--- src/hw/rtl/swm_pkg.sv ---
`timescale 1ns / 1ps

package swm_pkg;

  localparam int WINDOW_MAX_DEF  = 64;
  localparam int SAMPLE_BITS_DEF = 32;

  localparam int SAMPLE_W   = 32;
  localparam int MED_W      = 33;
  localparam int CFG_W      = 7;
  localparam int CFG_DATA_W = 32;
  localparam int CFG_ADDR_W = 3;

  localparam logic [CFG_ADDR_W-1:0] ADDR_WINDOW_SIZE = 3'd0;
  localparam logic [CFG_W-1:0]      WINDOW_SIZE_RST  = 7'd3;

  typedef struct packed {
    logic ins;
    logic flush;
    logic del;
    logic clr;
  } swm_cell_ctl_t;

endpackage

--- src/hw/rtl/swm_cell.sv ---
`timescale 1ns / 1ps

module swm_cell #(
  parameter int SB = swm_pkg::SAMPLE_BITS_DEF,
  parameter int AW = 6
) (
  input  logic                  clk,
  input  logic                  rst_n,
  input  swm_pkg::swm_cell_ctl_t ctl,
  input  logic [SB-1:0]         new_val,
  input  logic [AW-1:0]         old_age,
  input  logic [SB-1:0]         left_val,
  input  logic [AW-1:0]         left_age,
  input  logic                  left_take,
  input  logic                  left_valid,
  input  logic [SB-1:0]         right_val,
  input  logic [AW-1:0]         right_age,
  input  logic                  right_valid,
  input  logic                  past_in,
  output logic [SB-1:0]         val,
  output logic [AW-1:0]         age,
  output logic                  valid,
  output logic                  take,
  output logic                  past_out
);
  import swm_pkg::*;

  logic [SB-1:0] val_r, val_nxt;
  logic [AW-1:0] age_r, age_nxt;
  logic          valid_r, valid_nxt;
  logic          eff_valid;
  logic          hit;

  assign eff_valid = valid_r && !ctl.flush;
  assign take      = !eff_valid || ($signed(val_r) > $signed(new_val));
  assign hit       = valid_r && (age_r == old_age);
  assign past_out  = past_in || hit;

  assign val   = val_r;
  assign age   = age_r;
  assign valid = eff_valid;

  always_comb begin
    val_nxt   = val_r;
    age_nxt   = age_r;
    valid_nxt = valid_r;
    if (ctl.clr) begin
      valid_nxt = 1'b0;
    end else if (ctl.ins) begin
      if (take) begin
        val_nxt   = left_take ? left_val : new_val;
        age_nxt   = left_take ? AW'(left_age + AW'(1)) : '0;
        valid_nxt = eff_valid || left_valid;
      end else begin
        age_nxt   = AW'(age_r + AW'(1));
        valid_nxt = eff_valid;
      end
    end else if (ctl.del && past_out) begin
      val_nxt   = right_val;
      age_nxt   = right_age;
      valid_nxt = right_valid;
    end
  end

  always_ff @(posedge clk) begin
    if (!rst_n) begin
      valid_r <= 1'b0;
    end else begin
      valid_r <= valid_nxt;
    end
    val_r <= val_nxt;
    age_r <= age_nxt;
  end

endmodule

--- config.mk ---
export PLATFORM = sky130hd
export DESIGN_NAME = swm_cell
export DESIGN_NICKNAME = d
export VERILOG_FILES = /design/src/hw/rtl/swm_pkg.sv /design/src/hw/rtl/swm_cell.sv
export SDC_FILE = /design/constraint.sdc
export NUM_CORES = 1
export LEC_CHECK = 0
export BUFFER_PORTS_ARGS = -buffer_cell sky130_fd_sc_hd__buf_2
export CAP_MARGIN = 10
export CORE_MARGIN = 2
export CORE_UTILIZATION = 30
export DETAILED_ROUTE_END_ITERATION = 10
export PLACE_DENSITY = 0.6
export SYNTH_ARGS = -nofsm -noshare
export SYNTH_HDL_FRONTEND = slang
export SYNTH_SLANG_ARGS = --single-unit
export TNS_END_PERCENT = 1
--- constraint.sdc ---
create_clock -name clk -period 3.06 [get_ports clk]
set_input_delay 0.459 -clock clk [delete_from_list [all_inputs] [get_ports clk]]
set_output_delay 0.459 -clock clk [all_outputs]
set_load 0.02 [all_outputs]
**Word level (Yosys, flattened, before mapping)**

Index checks and enable logic that the tools add are counted.

- Register bits: 39
- Input bits: 124
- Output and inout port bits: 41
- Logic and storage cells: 33

- Add/subtract/negate cells: 2
- $lt $le $gt $ge: 1
- Equal/unequal tests: 2
- Multiplexer cells: 11
- Bitwise operators: 2
- Reduce and logical (&&, ||, !) cells: 12

Operator list:

| kind | count |
|---|---|
| $mux 32 | 4 |
| $gt 32x32->1 | 1 |
| $mux 6 | 4 |
| $add 6x1->6 const B | 2 |
| $eq 6x6->1 | 1 |
| $logic_and 1x1->1 | 3 |
| $logic_or 1x1->1 | 3 |
| $mux 1 | 3 |
| $reduce_and 3->1 | 1 |
| $logic_not 1->1 | 2 |
| $ne 2x1->1 const B | 1 |
| $not 1->1 | 2 |
| $reduce_and 2->1 | 1 |
| $reduce_bool 2->1 | 1 |
| $reduce_or 2->1 | 1 |

**Depth between registers and ports, before layout**

Gate-level depths: netlist of the first run.

- Depth after elaboration: 6
- Depth in mapped cells: 10
- Gate-level depth less buffers: 9

**Worst setup path before layout of the first run**

No wires, ideal clock.

- Kind: register -> register
- Start point: reg val_r[27], in the netlist val[27]
- End point: reg val_r[0], in the netlist val[0], enable pin
- Setup time: 0.391 ns
- Data arrival time: 2.878 ns
- Required time: 2.669 ns
- Slack: -0.209 ns
- Stages on the path, launching flop included: 8
- Path buffers: 0
- Period minus slack after synthesis: 3.269 ns
- Cell sequence: edfxtp_1 ha_1 nand4_1 nor4_4 o31a_1 a311oi_2 nor2_1 o21a_1

- Word-level cells in the longest chain between the ends: 4

Ends and longest elaborated chain:

| item | line | RTL |
|---|---|---|
| from (decl) | swm_cell.sv:28 | `logic [SB-1:0] val_r, val_nxt;` |
| from (signal assigned) | swm_cell.sv:71 | `val_r <= val_nxt;` |
| $gt 32x32->1 | swm_cell.sv:35 | `assign take = !eff_valid \|\| ($signed(val_r) > $signed(new_val));` |
| $logic_or 1x1->1 | swm_cell.sv:35 |  |
| named net take | swm_cell.sv:23 | `output logic take,` |
| $ne 2x1->1 (no line) | n/a |  |
| $reduce_and 3->1 (no line) | n/a |  |

The timed path passes the listed nets, and every way through them passes these cells.
A chain may end at the register's enable or synchronous reset.

**Worst setup path in the final report of the first run**

- Start point: reg val_r[19], in the netlist val[19]
- End point: out take

- Word-level cells in the longest chain between the ends: 2

Ends and longest elaborated chain:

| item | line |
|---|---|
| $gt 32x32->1 | swm_cell.sv:35 |
| $logic_or 1x1->1 | swm_cell.sv:35 |
| to (decl) | swm_cell.sv:23 |

No other way between the ends.

==> results.sh, run 1 <==
export IMPL_run_status="complete, no violations"
export IMPL_cp_data_arrival_time_ns=2.46
export IMPL_synthesis_yosys_warnings=0
export IMPL_synth_area_sq_um=3110
export IMPL_cts_root_buf="sky130_fd_sc_hd__clkbuf_8"
export IMPL_fin_tns_setup_ns=0
export IMPL_route_vias_total=2985
export IMPL_r2r_worst_path_cells=9
export IMPL_maxCapViolCount=0
export IMPL_port_buffer_count=164
export IMPL_ys_async_rst_share_pct=0
export IMPL_intPower_w=0.00109
export IMPL_dpl_hpwl_mm=6.92
export IMPL_worst_path_largest_cell_delay_ns=0.40
export IMPL_tritoncts="done"
export IMPL_rsz0062_at_grt="false"
export IMPL_ant_nets=0
export IMPL_number_of_global_route_vias_before_repair=2924
export IMPL_critPathLaunchType="register"
export IMPL_hold_path_cell_count=2
export IMPL_number_of_synthesized_flops_with_an_enable_pin=38
export IMPL_number_of_antenna_violations_at_the_first_check_in_global_routing=0
export IMPL_p_leak_nw=2.10
export IMPL_slew_headroom_pct=58.5
export IMPL_floorplan_die_area_sq_um=11200
export IMPL_starting_density_pct=30.5
export IMPL_worstSetupStartpoint="val[19]$_DFFE_PP_"
export IMPL_gr_total_overflow=0
export IMPL_fillers=1038
export IMPL_peakVddDrop_v=0.000129
export IMPL_levels_on_crit_path=8
export IMPL_global_placer_s_final_weighted_congestion=0.814
export IMPL_timing_critical_path_slowest_stage_cell="sky130_fd_sc_hd__edfxtp_1"
export IMPL_final_min_clock_period_ns=2.92
export IMPL_layout_drive_gt1_share_pct=38.1
export IMPL_design_core_area_sq_um=10200
export IMPL_grt_pass1_wl_mm=13.7
export IMPL_most_common_library_cell_in_the_layout_ignoring_fill_and_taps="sky130_fd_sc_hd__buf_2"
export IMPL_route_detailed_vias_per_inst=4.72
export IMPL_routed_wl_mm=8.50
export IMPL_number_of_register_bits_inferred_by_synthesis=39
export IMPL_layout_worst_path_cycle_share_pct=95.3
export IMPL_critical_path_buffers_and_inverters=1
export IMPL_hold_path_class="input pin to register"
export IMPL_post_synth_num_cell_types=45
export IMPL_layout_cells_most_common_list="164 x sky130_fd_sc_hd__buf_2, 50 x sky130_fd_sc_hd__a21oi_1, 45 x sky130_fd_sc_hd__nor2_1, 38 x sky130_fd_sc_hd__edfxtp_1, 36 x sky130_fd_sc_hd__inv_1"
export IMPL_detail_route_drc_violations=0
export IMPL_cts_num_sinks=39
export IMPL_syn_num_nets=486
export IMPL_final_net_count=653
export IMPL_worst_setup_hold_path_clk_slew_ns=0.08
export IMPL_firstDrtPassIters=6
export IMPL_crit_required_ns=2.60
export IMPL_antennaDiodeCount=0
export IMPL_wl_per_cell_microns=13.4
export IMPL_num_io_pins=165
export IMPL_report_final_setup_viol=0
export IMPL_cts_path_max_buffers=2
export IMPL_die_w_microns=106
export IMPL_power_density_nw_per_um2=359
export IMPL_synthCells=328
export IMPL_placement_rows=37
export IMPL_hold_viol_final=0
export IMPL_tightestPinTransition_ns=0.623
export IMPL_relative_area_change_from_synthesis_to_final_layout_pct=37.5
export IMPL_drv_slew=0
export IMPL_switchingPower_w=0.000444
export IMPL_worst_setup_skew_after_layout_ns=0.00818
export IMPL_clock_power_share_pct=29.3
export IMPL_cpLargestDelayFamily="compound AO/OA/AOI/OAI gates"
export IMPL_critPathKind="register to primary output"
export IMPL_timing_hold_worst_start="ctl[0]"
export IMPL_die_h_microns=106
export IMPL_p_seq_share_pct=42.8
export IMPL_path_max_fanout=7
export IMPL_ys_seq_area_share_pct=37.4
export IMPL_report_power_total_w=0.00153
export IMPL_fmax_ghz=0.343
export IMPL_tritoncts_num_buffers=5
export IMPL_critical_path_reg2reg_startpoint="val[19]$_DFFE_PP_"
export IMPL_globalRouteTotalUtil_pct=15.2
export IMPL_crit_end_element="primary output"
export IMPL_synth_avg_cell_area_sq_um=9.47
export IMPL_synth_main_ff_cell="sky130_fd_sc_hd__edfxtp_1"
export IMPL_grt_max_degree=47
export IMPL_share_comb_of_total_power_pct=27.9
export IMPL_htreeDepth=2
export IMPL_clk_latency_ns=0.29
export IMPL_drt_iter0_drc=84
export IMPL_swShare_pct=29.0
export IMPL_crit_path_cell_trace="ha_1 -> a21oi_1 -> o21ai_1 -> a221oi_2 -> o211ai_1 -> a311oi_4 -> nor2_1 -> buf_2"
sequential cells by signal, indices dropped and copies added, names as in the netlist:
signal   flops
val         32
age          6
valid_r      1
cell usage after synthesis (2+ instances only):
master | count | area [sq um]
sky130_fd_sc_hd__buf_1 | 3 | 11.3
sky130_fd_sc_hd__a21oi_1 | 50 | 250
sky130_fd_sc_hd__a211oi_1 | 3 | 22.5
sky130_fd_sc_hd__inv_1 | 36 | 135
sky130_fd_sc_hd__ha_1 | 34 | 425
sky130_fd_sc_hd__nand3_1 | 9 | 45.0
sky130_fd_sc_hd__edfxtp_1 | 38 | 1140
sky130_fd_sc_hd__buf_2 | 2 | 10.0
sky130_fd_sc_hd__nor2_1 | 45 | 169
sky130_fd_sc_hd__xnor2_1 | 7 | 61.3
sky130_fd_sc_hd__and3_1 | 2 | 12.5
sky130_fd_sc_hd__nand2_1 | 6 | 22.5
sky130_fd_sc_hd__xor2_1 | 7 | 61.3
sky130_fd_sc_hd__nand4_1 | 7 | 43.8
sky130_fd_sc_hd__clkbuf_1 | 8 | 30.0
sky130_fd_sc_hd__a41oi_1 | 4 | 35.0
sky130_fd_sc_hd__o21ai_0 | 7 | 35.0
sky130_fd_sc_hd__o211ai_1 | 2 | 15.0
sky130_fd_sc_hd__mux2i_1 | 32 | 320
power groups by stage:
stage	Clock, W	Combinational, W	Sequential [W]
2_1_floorplan	0	0.000206	0.000706
3_5_place_dp	0	0.000427	0.000669
6_report	0.000449	0.000427	0.000657
4_1_cts	0.000466	0.000430	0.000657
3_3_place_gp	0	0.000418	0.000668
5_1_grt	0.000487	0.000479	0.000662
path summary, 6_finish.rpt:
path | endpoint | slack, ns
setup / recovery | take | 0.14
hold reg to reg | valid_r$_SDFFE_PP0P_ | 0.56
hold / removal | valid_r$_SDFFE_PP0P_ | 0.33
setup reg to reg | age[4]$_DFFE_PP_ | 0.35
cell families (layout without fill, tap and decap cells):
family / Yosys count / count (layout) / synth area share (%)
adders and majority gates: 34 / 34 / 13.7
AOI/OAI and AO/OA: 80 / 80 / 16.1
xor gates and xnor gates: 14 / 14 / 3.95
and+or+nand+nor: 80 / 80 / 12.5
buffers and inverters: 49 / 217 / 6.00
DFF: 39 / 39 / 37.4
muxes: 32 / 32 / 10.3
what timing repair did:
item | CTS | global route
setup buffers | 0 | 3
setup endpoints to repair | 0 | 1
gates resized for setup | 0 | 2
hold buffers | 0 | 0
area by class of cell:
cell class	instances	area [sq um]	share of cell area, %
Inverter	36	135	3.16
Multi-Input combinational cell	240	1770	41.5
Clock buffer	6	82.6	1.93
Timing Repair Buffer	173	913	21.4
Tap cell	136	170	3.98
Sequential cell	39	1160	27.2
Clock inverter	2	35.0	0.820
layer usage:
layer  share of wire, %  vias up  wire length [microns]  GRT usage (%)
met4                1.2        0                     99           3.95
met2                 48       99                   4070           26.0
met1                 44     1346                   3750           19.1
li1                   -     1531                      -              -
met5                  0        -                      0              0
met3                6.8        9                    579           3.65
stage by stage:
stage	setup WS, ns	utilization, %	hold WS [ns]	cell area, sq um	std cells
after detailed placement	0.138	40.4	0.552	4120	621
after CTS	0.0265	41.6	0.328	4240	629
after global placement	0.184	40.4	0.546	4120	621
final	0.145	41.9	0.335	4270	632
after global routing	0.0134	41.9	0.321	4270	632
after floorplan	0.0952	-	0.509	3110	328
Note: power is estimated with default switching activity, not from simulation.
==> run 2, diff against run 1 <==
--- a/config.mk
+++ b/config.mk
@@ -8,9 +8,9 @@
 export BUFFER_PORTS_ARGS = -buffer_cell sky130_fd_sc_hd__buf_2
 export CAP_MARGIN = 10
 export CORE_MARGIN = 2
-export CORE_UTILIZATION = 30
+export CORE_UTILIZATION = 41
 export DETAILED_ROUTE_END_ITERATION = 10
-export PLACE_DENSITY = 0.6
+export PLACE_DENSITY = 0.78
 export SYNTH_ARGS = -nofsm -noshare
 export SYNTH_HDL_FRONTEND = slang
 export SYNTH_SLANG_ARGS = --single-unit
==> results.sh, run 2 (same netlist as run 1, synthesis figures left out) <==
export IMPL_most_common_library_cell_in_the_layout_ignoring_fill_and_taps="sky130_fd_sc_hd__buf_2"
export IMPL_die_h_microns=91.1
export IMPL_fillers=668
export IMPL_die_w_microns=91.1
export IMPL_num_io_pins=165
export IMPL_worst_setup_skew_after_layout_ns=0.00657
export IMPL_cts_num_sinks=39
export IMPL_rr_endpoint="val[23]$_DFFE_PP_"
export IMPL_critPathLaunchType="register"
export IMPL_number_of_global_route_vias_before_repair=3022
export IMPL_fmax_ghz=0.347
export IMPL_antennaDiodeCount=0
export IMPL_critPathKind="register to primary output"
export IMPL_fin_tns_setup_ns=0
export IMPL_hold_path_cell_count=2
export IMPL_route_detailed_vias_per_inst=5.08
export IMPL_p_leak_nw=2.10
export IMPL_register_to_register_setup_slack_ns=0.46
export IMPL_crit_required_ns=2.60
export IMPL_floorplan_die_area_sq_um=8290
export IMPL_hold_viol_final=0
export IMPL_maxCapViolCount=0
export IMPL_timing_hold_worst_start="ctl[0]"
export IMPL_largest_reg_flops=32
export IMPL_tritoncts="done"
export IMPL_clk_latency_ns=0.29
export IMPL_hold_path_class="input pin to register"
export IMPL_drv_slew=0
export IMPL_worstSetupStartpoint="val[30]$_DFFE_PP_"
export IMPL_postLayoutCoreUtil_pct=57.9
export IMPL_cts_path_max_buffers=2
export IMPL_power_density_nw_per_um2=380
export IMPL_starting_density_pct=42.6
export IMPL_critical_path_reg2reg_startpoint="val[30]$_DFFE_PP_"
export IMPL_final_min_clock_period_ns=2.88
export IMPL_dp_worst_setup_slack_ns=0.0972
export IMPL_rsz0062_at_grt="false"
export IMPL_wl_per_cell_microns=14.1
export IMPL_tritoncts_num_buffers=5
export IMPL_gr_total_overflow=0
export IMPL_fin_ws_ns=0.175
export IMPL_cp_data_arrival_time_ns=2.43
export IMPL_layout_drive_gt1_share_pct=38.0
export IMPL_slew_headroom_pct=69.0
export IMPL_detail_route_drc_violations=0
export IMPL_relative_area_change_from_synthesis_to_final_layout_pct=35.9
export IMPL_firstDrtPassIters=4
export IMPL_tightestPinTransition_ns=0.453
export IMPL_worst_setup_hold_path_clk_slew_ns=0.08
export IMPL_global_placer_s_final_weighted_congestion=0.853
export IMPL_routed_wl_mm=8.37
export IMPL_cts_root_buf="sky130_fd_sc_hd__clkbuf_8"
export IMPL_report_final_setup_viol=0
export IMPL_r2r_worst_path_cells=8
export IMPL_drt_iter0_drc=69
export IMPL_globalRouteTotalUtil_pct=20.0
export IMPL_layout_worst_path_cycle_share_pct=94.3
export IMPL_whs_endpoint="valid_r$_SDFFE_PP0P_"
export IMPL_layout_cells_most_common_list="164 x sky130_fd_sc_hd__buf_2, 50 x sky130_fd_sc_hd__a21oi_1, 45 x sky130_fd_sc_hd__nor2_1, 38 x sky130_fd_sc_hd__edfxtp_1, 36 x sky130_fd_sc_hd__inv_1"
export IMPL_port_buffer_count=164
export IMPL_number_of_antenna_violations_at_the_first_check_in_global_routing=0
export IMPL_final_net_count=652
export IMPL_run_status="complete, no violations"
export IMPL_dpl_hpwl_mm=6.83
export IMPL_placement_rows=31
export IMPL_grt_max_degree=43
export IMPL_ctsHoldBuffers=0
export IMPL_route_vias_total=3019
export IMPL_grt_pass1_wl_mm=13.5
export IMPL_crit_end_element="primary output"
export IMPL_design_core_area_sq_um=7290
export IMPL_ant_nets=0
export IMPL_path_max_fanout=4
export IMPL_htreeDepth=2
export IMPL_peakVddDrop_v=0.000233
run 2: area by class of cell:
class / count / area [sq um] / share of cell area (%)
inverter: 36 / 135 / 3.20
clock buffer: 5 / 68.8 / 1.63
clock inverter: 3 / 67.6 / 1.60
timing repair buffer: 172 / 906 / 21.5
tap: 99 / 124 / 2.93
multi-input combinational: 240 / 1760 / 41.7
sequential: 39 / 1160 / 27.5
run 2: critical path: stages, from the launching register on:
cell                       delay (ns)
sky130_fd_sc_hd__edfxtp_1        0.42
sky130_fd_sc_hd__ha_1            0.35
sky130_fd_sc_hd__nand4_2         0.21
sky130_fd_sc_hd__nor4_4          0.44
sky130_fd_sc_hd__o31a_1          0.25
sky130_fd_sc_hd__a311oi_2        0.08
sky130_fd_sc_hd__nor2_1          0.19
sky130_fd_sc_hd__buf_2           0.20
run 2: report_power, final:
group          leakage, nW  internal (W)  switching (W)
Sequential           0.366      0.000633      0.0000234
Clock               0.0644      0.000325       0.000199
Combinational         1.67      0.000190       0.000234
Total                 2.10       0.00115       0.000456
run 2: metal layers:
layer | vias to the layer above | routed length (microns) | global-route usage, %
li1 | 1528 | - | -
met1 | 1368 | 3560 | 23.8
met2 | 113 | 4120 | 36.4
met3 | 10 | 597 | 4.90
met4 | 0 | 90 | 4.67
met5 | - | 0 | 0
run 2: stage by stage:
stage	power, W	std cells	hold slack (ns)	area (sq um)
after CTS	0.00162	592	0.330	4210
after floorplan	0.000912	328	0.509	3110
after detailed placement	0.00109	584	0.567	4070
final	0.00160	594	0.342	4220
after global placement	0.00108	584	0.526	4070
after global routing	0.00169	594	0.342	4220
run 2: repair_timing:
action	CTS	global route
setup buffers	0	2
gates resized for setup	0	0
setup endpoints to repair	0	1
run 2: worst max path at each step:
stage                     slack [ns]           endpoint
after floorplan                  0.1   val[0]$_DFFE_PP_
after global placement          0.17  val[17]$_DFFE_PP_
after detailed placement         0.1  val[17]$_DFFE_PP_
after CTS                      0.003               take
after global routing            0.02               take
final                           0.18               take
==> run 3, diff against run 2 <==
--- a/config.mk
+++ b/config.mk
@@ -10,6 +10,7 @@
 export CORE_MARGIN = 2
 export CORE_UTILIZATION = 41
 export DETAILED_ROUTE_END_ITERATION = 10
+export MAX_ROUTING_LAYER = met4
 export PLACE_DENSITY = 0.78
 export SYNTH_ARGS = -nofsm -noshare
 export SYNTH_HDL_FRONTEND = slang
==> constraint.sdc (replaced) <==
create_clock -name clk -period 2.6 [get_ports clk]
set_input_delay 0.39 -clock clk [delete_from_list [all_inputs] [get_ports clk]]
set_output_delay 0.39 -clock clk [all_outputs]
set_load 0.02 [all_outputs]
==> results.sh, run 3 (same netlist as run 1, synthesis figures left out) <==
export IMPL_cts_root_buf="sky130_fd_sc_hd__clkbuf_8"
export IMPL_swShare_pct=29.8
export IMPL_layout_drive_gt1_share_pct=43.4
export IMPL_critical_path_reg2reg_startpoint="val[21]$_DFFE_PP_"
export IMPL_port_buffer_count=164
export IMPL_r2r_worst_path_cells=9
export IMPL_whs_endpoint="valid_r$_SDFFE_PP0P_"
export IMPL_design_core_area_sq_um=7290
export IMPL_timing_critical_path_slowest_stage_cell="sky130_fd_sc_hd__edfxtp_1"
export IMPL_rsz0062_at_grt="true"
export IMPL_starting_density_pct=42.6
export IMPL_rr_endpoint="val[0]$_DFFE_PP_"
export IMPL_path_max_fanout=4
export IMPL_fmax_ghz=0.371
export IMPL_share_comb_of_total_power_pct=30.4
export IMPL_globalRouteTotalUtil_pct=21.4
export IMPL_cp_data_arrival_time_ns=2.30
export IMPL_register_to_register_setup_slack_ns=-0.06
export IMPL_ant_nets=0
export IMPL_maxCapViolCount=0
export IMPL_hold_viol_final=0
export IMPL_switchingPower_w=0.000546
export IMPL_wl_per_cell_microns=14.5
export IMPL_clock_power_share_pct=27.2
export IMPL_crit_required_ns=2.21
export IMPL_cpLargestDelayFamily="simple AND/OR/NAND/NOR gates"
export IMPL_violations="negative setup slack"
export IMPL_number_of_global_route_vias_before_repair=3029
export IMPL_gr_total_overflow=0
export IMPL_tritoncts_num_buffers=5
export IMPL_tightestPinTransition_ns=0.575
export IMPL_fin_worst_hold_slack_ns=0.277
export IMPL_power_density_nw_per_um2=405
export IMPL_met2_routed_length_mm=4.32
export IMPL_die_h_microns=91.1
export IMPL_die_w_microns=91.1
export IMPL_met1_length_mm=3.89
export IMPL_global_placer_s_final_weighted_congestion=0.905
export IMPL_hold_path_class="input pin to register"
export IMPL_cts_num_sinks=39
export IMPL_fin_ws_ns=-0.0929
export IMPL_drt_iter0_drc=129
export IMPL_run_status="complete, but fails checks"
export IMPL_critical_path_buffers_and_inverters=2
export IMPL_most_common_library_cell_in_the_layout_ignoring_fill_and_taps="sky130_fd_sc_hd__buf_2"
export IMPL_floorplan_die_area_sq_um=8290
export IMPL_ctsHoldBuffers=0
export IMPL_final_min_clock_period_ns=2.69
export IMPL_slew_headroom_pct=61.7
export IMPL_firstDrtPassIters=4
export IMPL_grt_max_degree=44
export IMPL_dpl_hpwl_mm=7.09
export IMPL_number_of_antenna_violations_at_the_first_check_in_global_routing=0
export IMPL_crit_end_element="primary output"
export IMPL_antennaDiodeCount=0
export IMPL_timing_hold_worst_start="ctl[0]"
export IMPL_highest_layer="met4"
export IMPL_crit_path_cell_trace="ha_4 -> nand4_4 -> nor3_2 -> a221oi_2 -> buf_4 -> or3_1 -> nand2_1 -> nor2_4 -> buf_6"
export IMPL_hold_path_cell_count=2
export IMPL_cts_path_max_buffers=2
export IMPL_critPathLaunchType="register"
export IMPL_tritoncts="done"
export IMPL_final_net_count=666
export IMPL_route_vias_total=3118
export IMPL_critPathKind="register to primary output"
export IMPL_grt_pass1_wl_mm=14.2
export IMPL_route_detailed_vias_per_inst=5.13
export IMPL_clk_latency_ns=0.29
export IMPL_num_io_pins=165
export IMPL_htreeDepth=2
export IMPL_detail_route_drc_violations=0
export IMPL_worst_setup_hold_path_clk_slew_ns=0.08
export IMPL_peakVddDrop_v=0.000259
export IMPL_layout_worst_path_cycle_share_pct=104
export IMPL_route_met3_wl_microns=584
export IMPL_p_seq_share_pct=42.5
export IMPL_routed_wl_mm=8.84
export IMPL_report_final_setup_viol=17
export IMPL_worst_setup_skew_after_layout_ns=0.00846
export IMPL_postLayoutCoreUtil_pct=62.1
export IMPL_relative_area_change_from_synthesis_to_final_layout_pct=45.8
export IMPL_intPower_w=0.00129
export IMPL_layout_cells_most_common_list="163 x sky130_fd_sc_hd__buf_2, 48 x sky130_fd_sc_hd__a21oi_1, 44 x sky130_fd_sc_hd__nor2_1, 38 x sky130_fd_sc_hd__edfxtp_1, 36 x sky130_fd_sc_hd__inv_1"
export IMPL_placement_rows=31
export IMPL_fillers=647
export IMPL_worst_path_largest_cell_delay_ns=0.45
export IMPL_drv_slew=0
export IMPL_largest_reg_flops=32
export IMPL_p_leak_nw=2.18
## run 3: worst max path at each step
| stage | startpoint | endpoint | slack [ns] | cells after the start |
|---|---|---|---|---|
| floorplan | val[30]$_DFFE_PP_ | val[0]$_DFFE_PP_ | -0.002 | 7 |
| global placement | new_val[1] | val[11]$_DFFE_PP_ | -0.20 | 10 |
| detailed placement | new_val[1] | val[8]$_DFFE_PP_ | -0.22 | 10 |
| CTS | val[17]$_DFFE_PP_ | take | -0.16 | 8 |
| global route | val[21]$_DFFE_PP_ | take | -0.23 | 9 |
| finish | val[30]$_DFFE_PP_ | take | -0.09 | 9 |
## run 3: timing repair
action                     CTS  global route
gates cloned                 0             1
gates resized for setup      5            20
setup endpoints to repair   34            39
setup buffers                4             3
pin swaps                    4             6
## run 3: through the flow
step	setup slack (ns)	setup TNS (ns)	instance area (sq um)	std cells	total power (W)
floorplan	-0.00178	-0.0570	3190	328	0.00109
global placement	-0.203	-6.65	4200	592	0.00130
detailed placement	-0.218	-7.36	4200	592	0.00131
CTS	-0.158	-1.74	4380	604	0.00182
global route	-0.232	-4.76	4530	608	0.00194
finish	-0.0929	-0.995	4530	608	0.00183
## run 3: cell type report
cell class / instances / area, sq um / share of cell area [%]
repair buffers: 185 / 1010 / 22.3
inverters: 36 / 135 / 2.98
well taps: 99 / 124 / 2.74
multi-input cells: 241 / 1990 / 44.0
clock inverters: 3 / 38.8 / 0.857
clock buffers: 5 / 68.8 / 1.52
flip-flops and latches: 39 / 1160 / 25.6
## run 3: power groups by stage
stage | clock (W) | sequential (W) | combinational (W)
2_1_floorplan | 0 | 0.000833 | 0.000257
3_3_place_gp | 0 | 0.000789 | 0.000509
3_5_place_dp | 0 | 0.000790 | 0.000523
4_1_cts | 0.000511 | 0.000777 | 0.000535
5_1_grt | 0.000536 | 0.000784 | 0.000616
6_report | 0.000498 | 0.000778 | 0.000556
## run 3: per-layer routing
layer,track usage (%),vias to the layer above
li1,-,1555
met1,27.1,1434
met2,36.4,123
met3,3.65,6
met4,4.04,0
met5,-,-
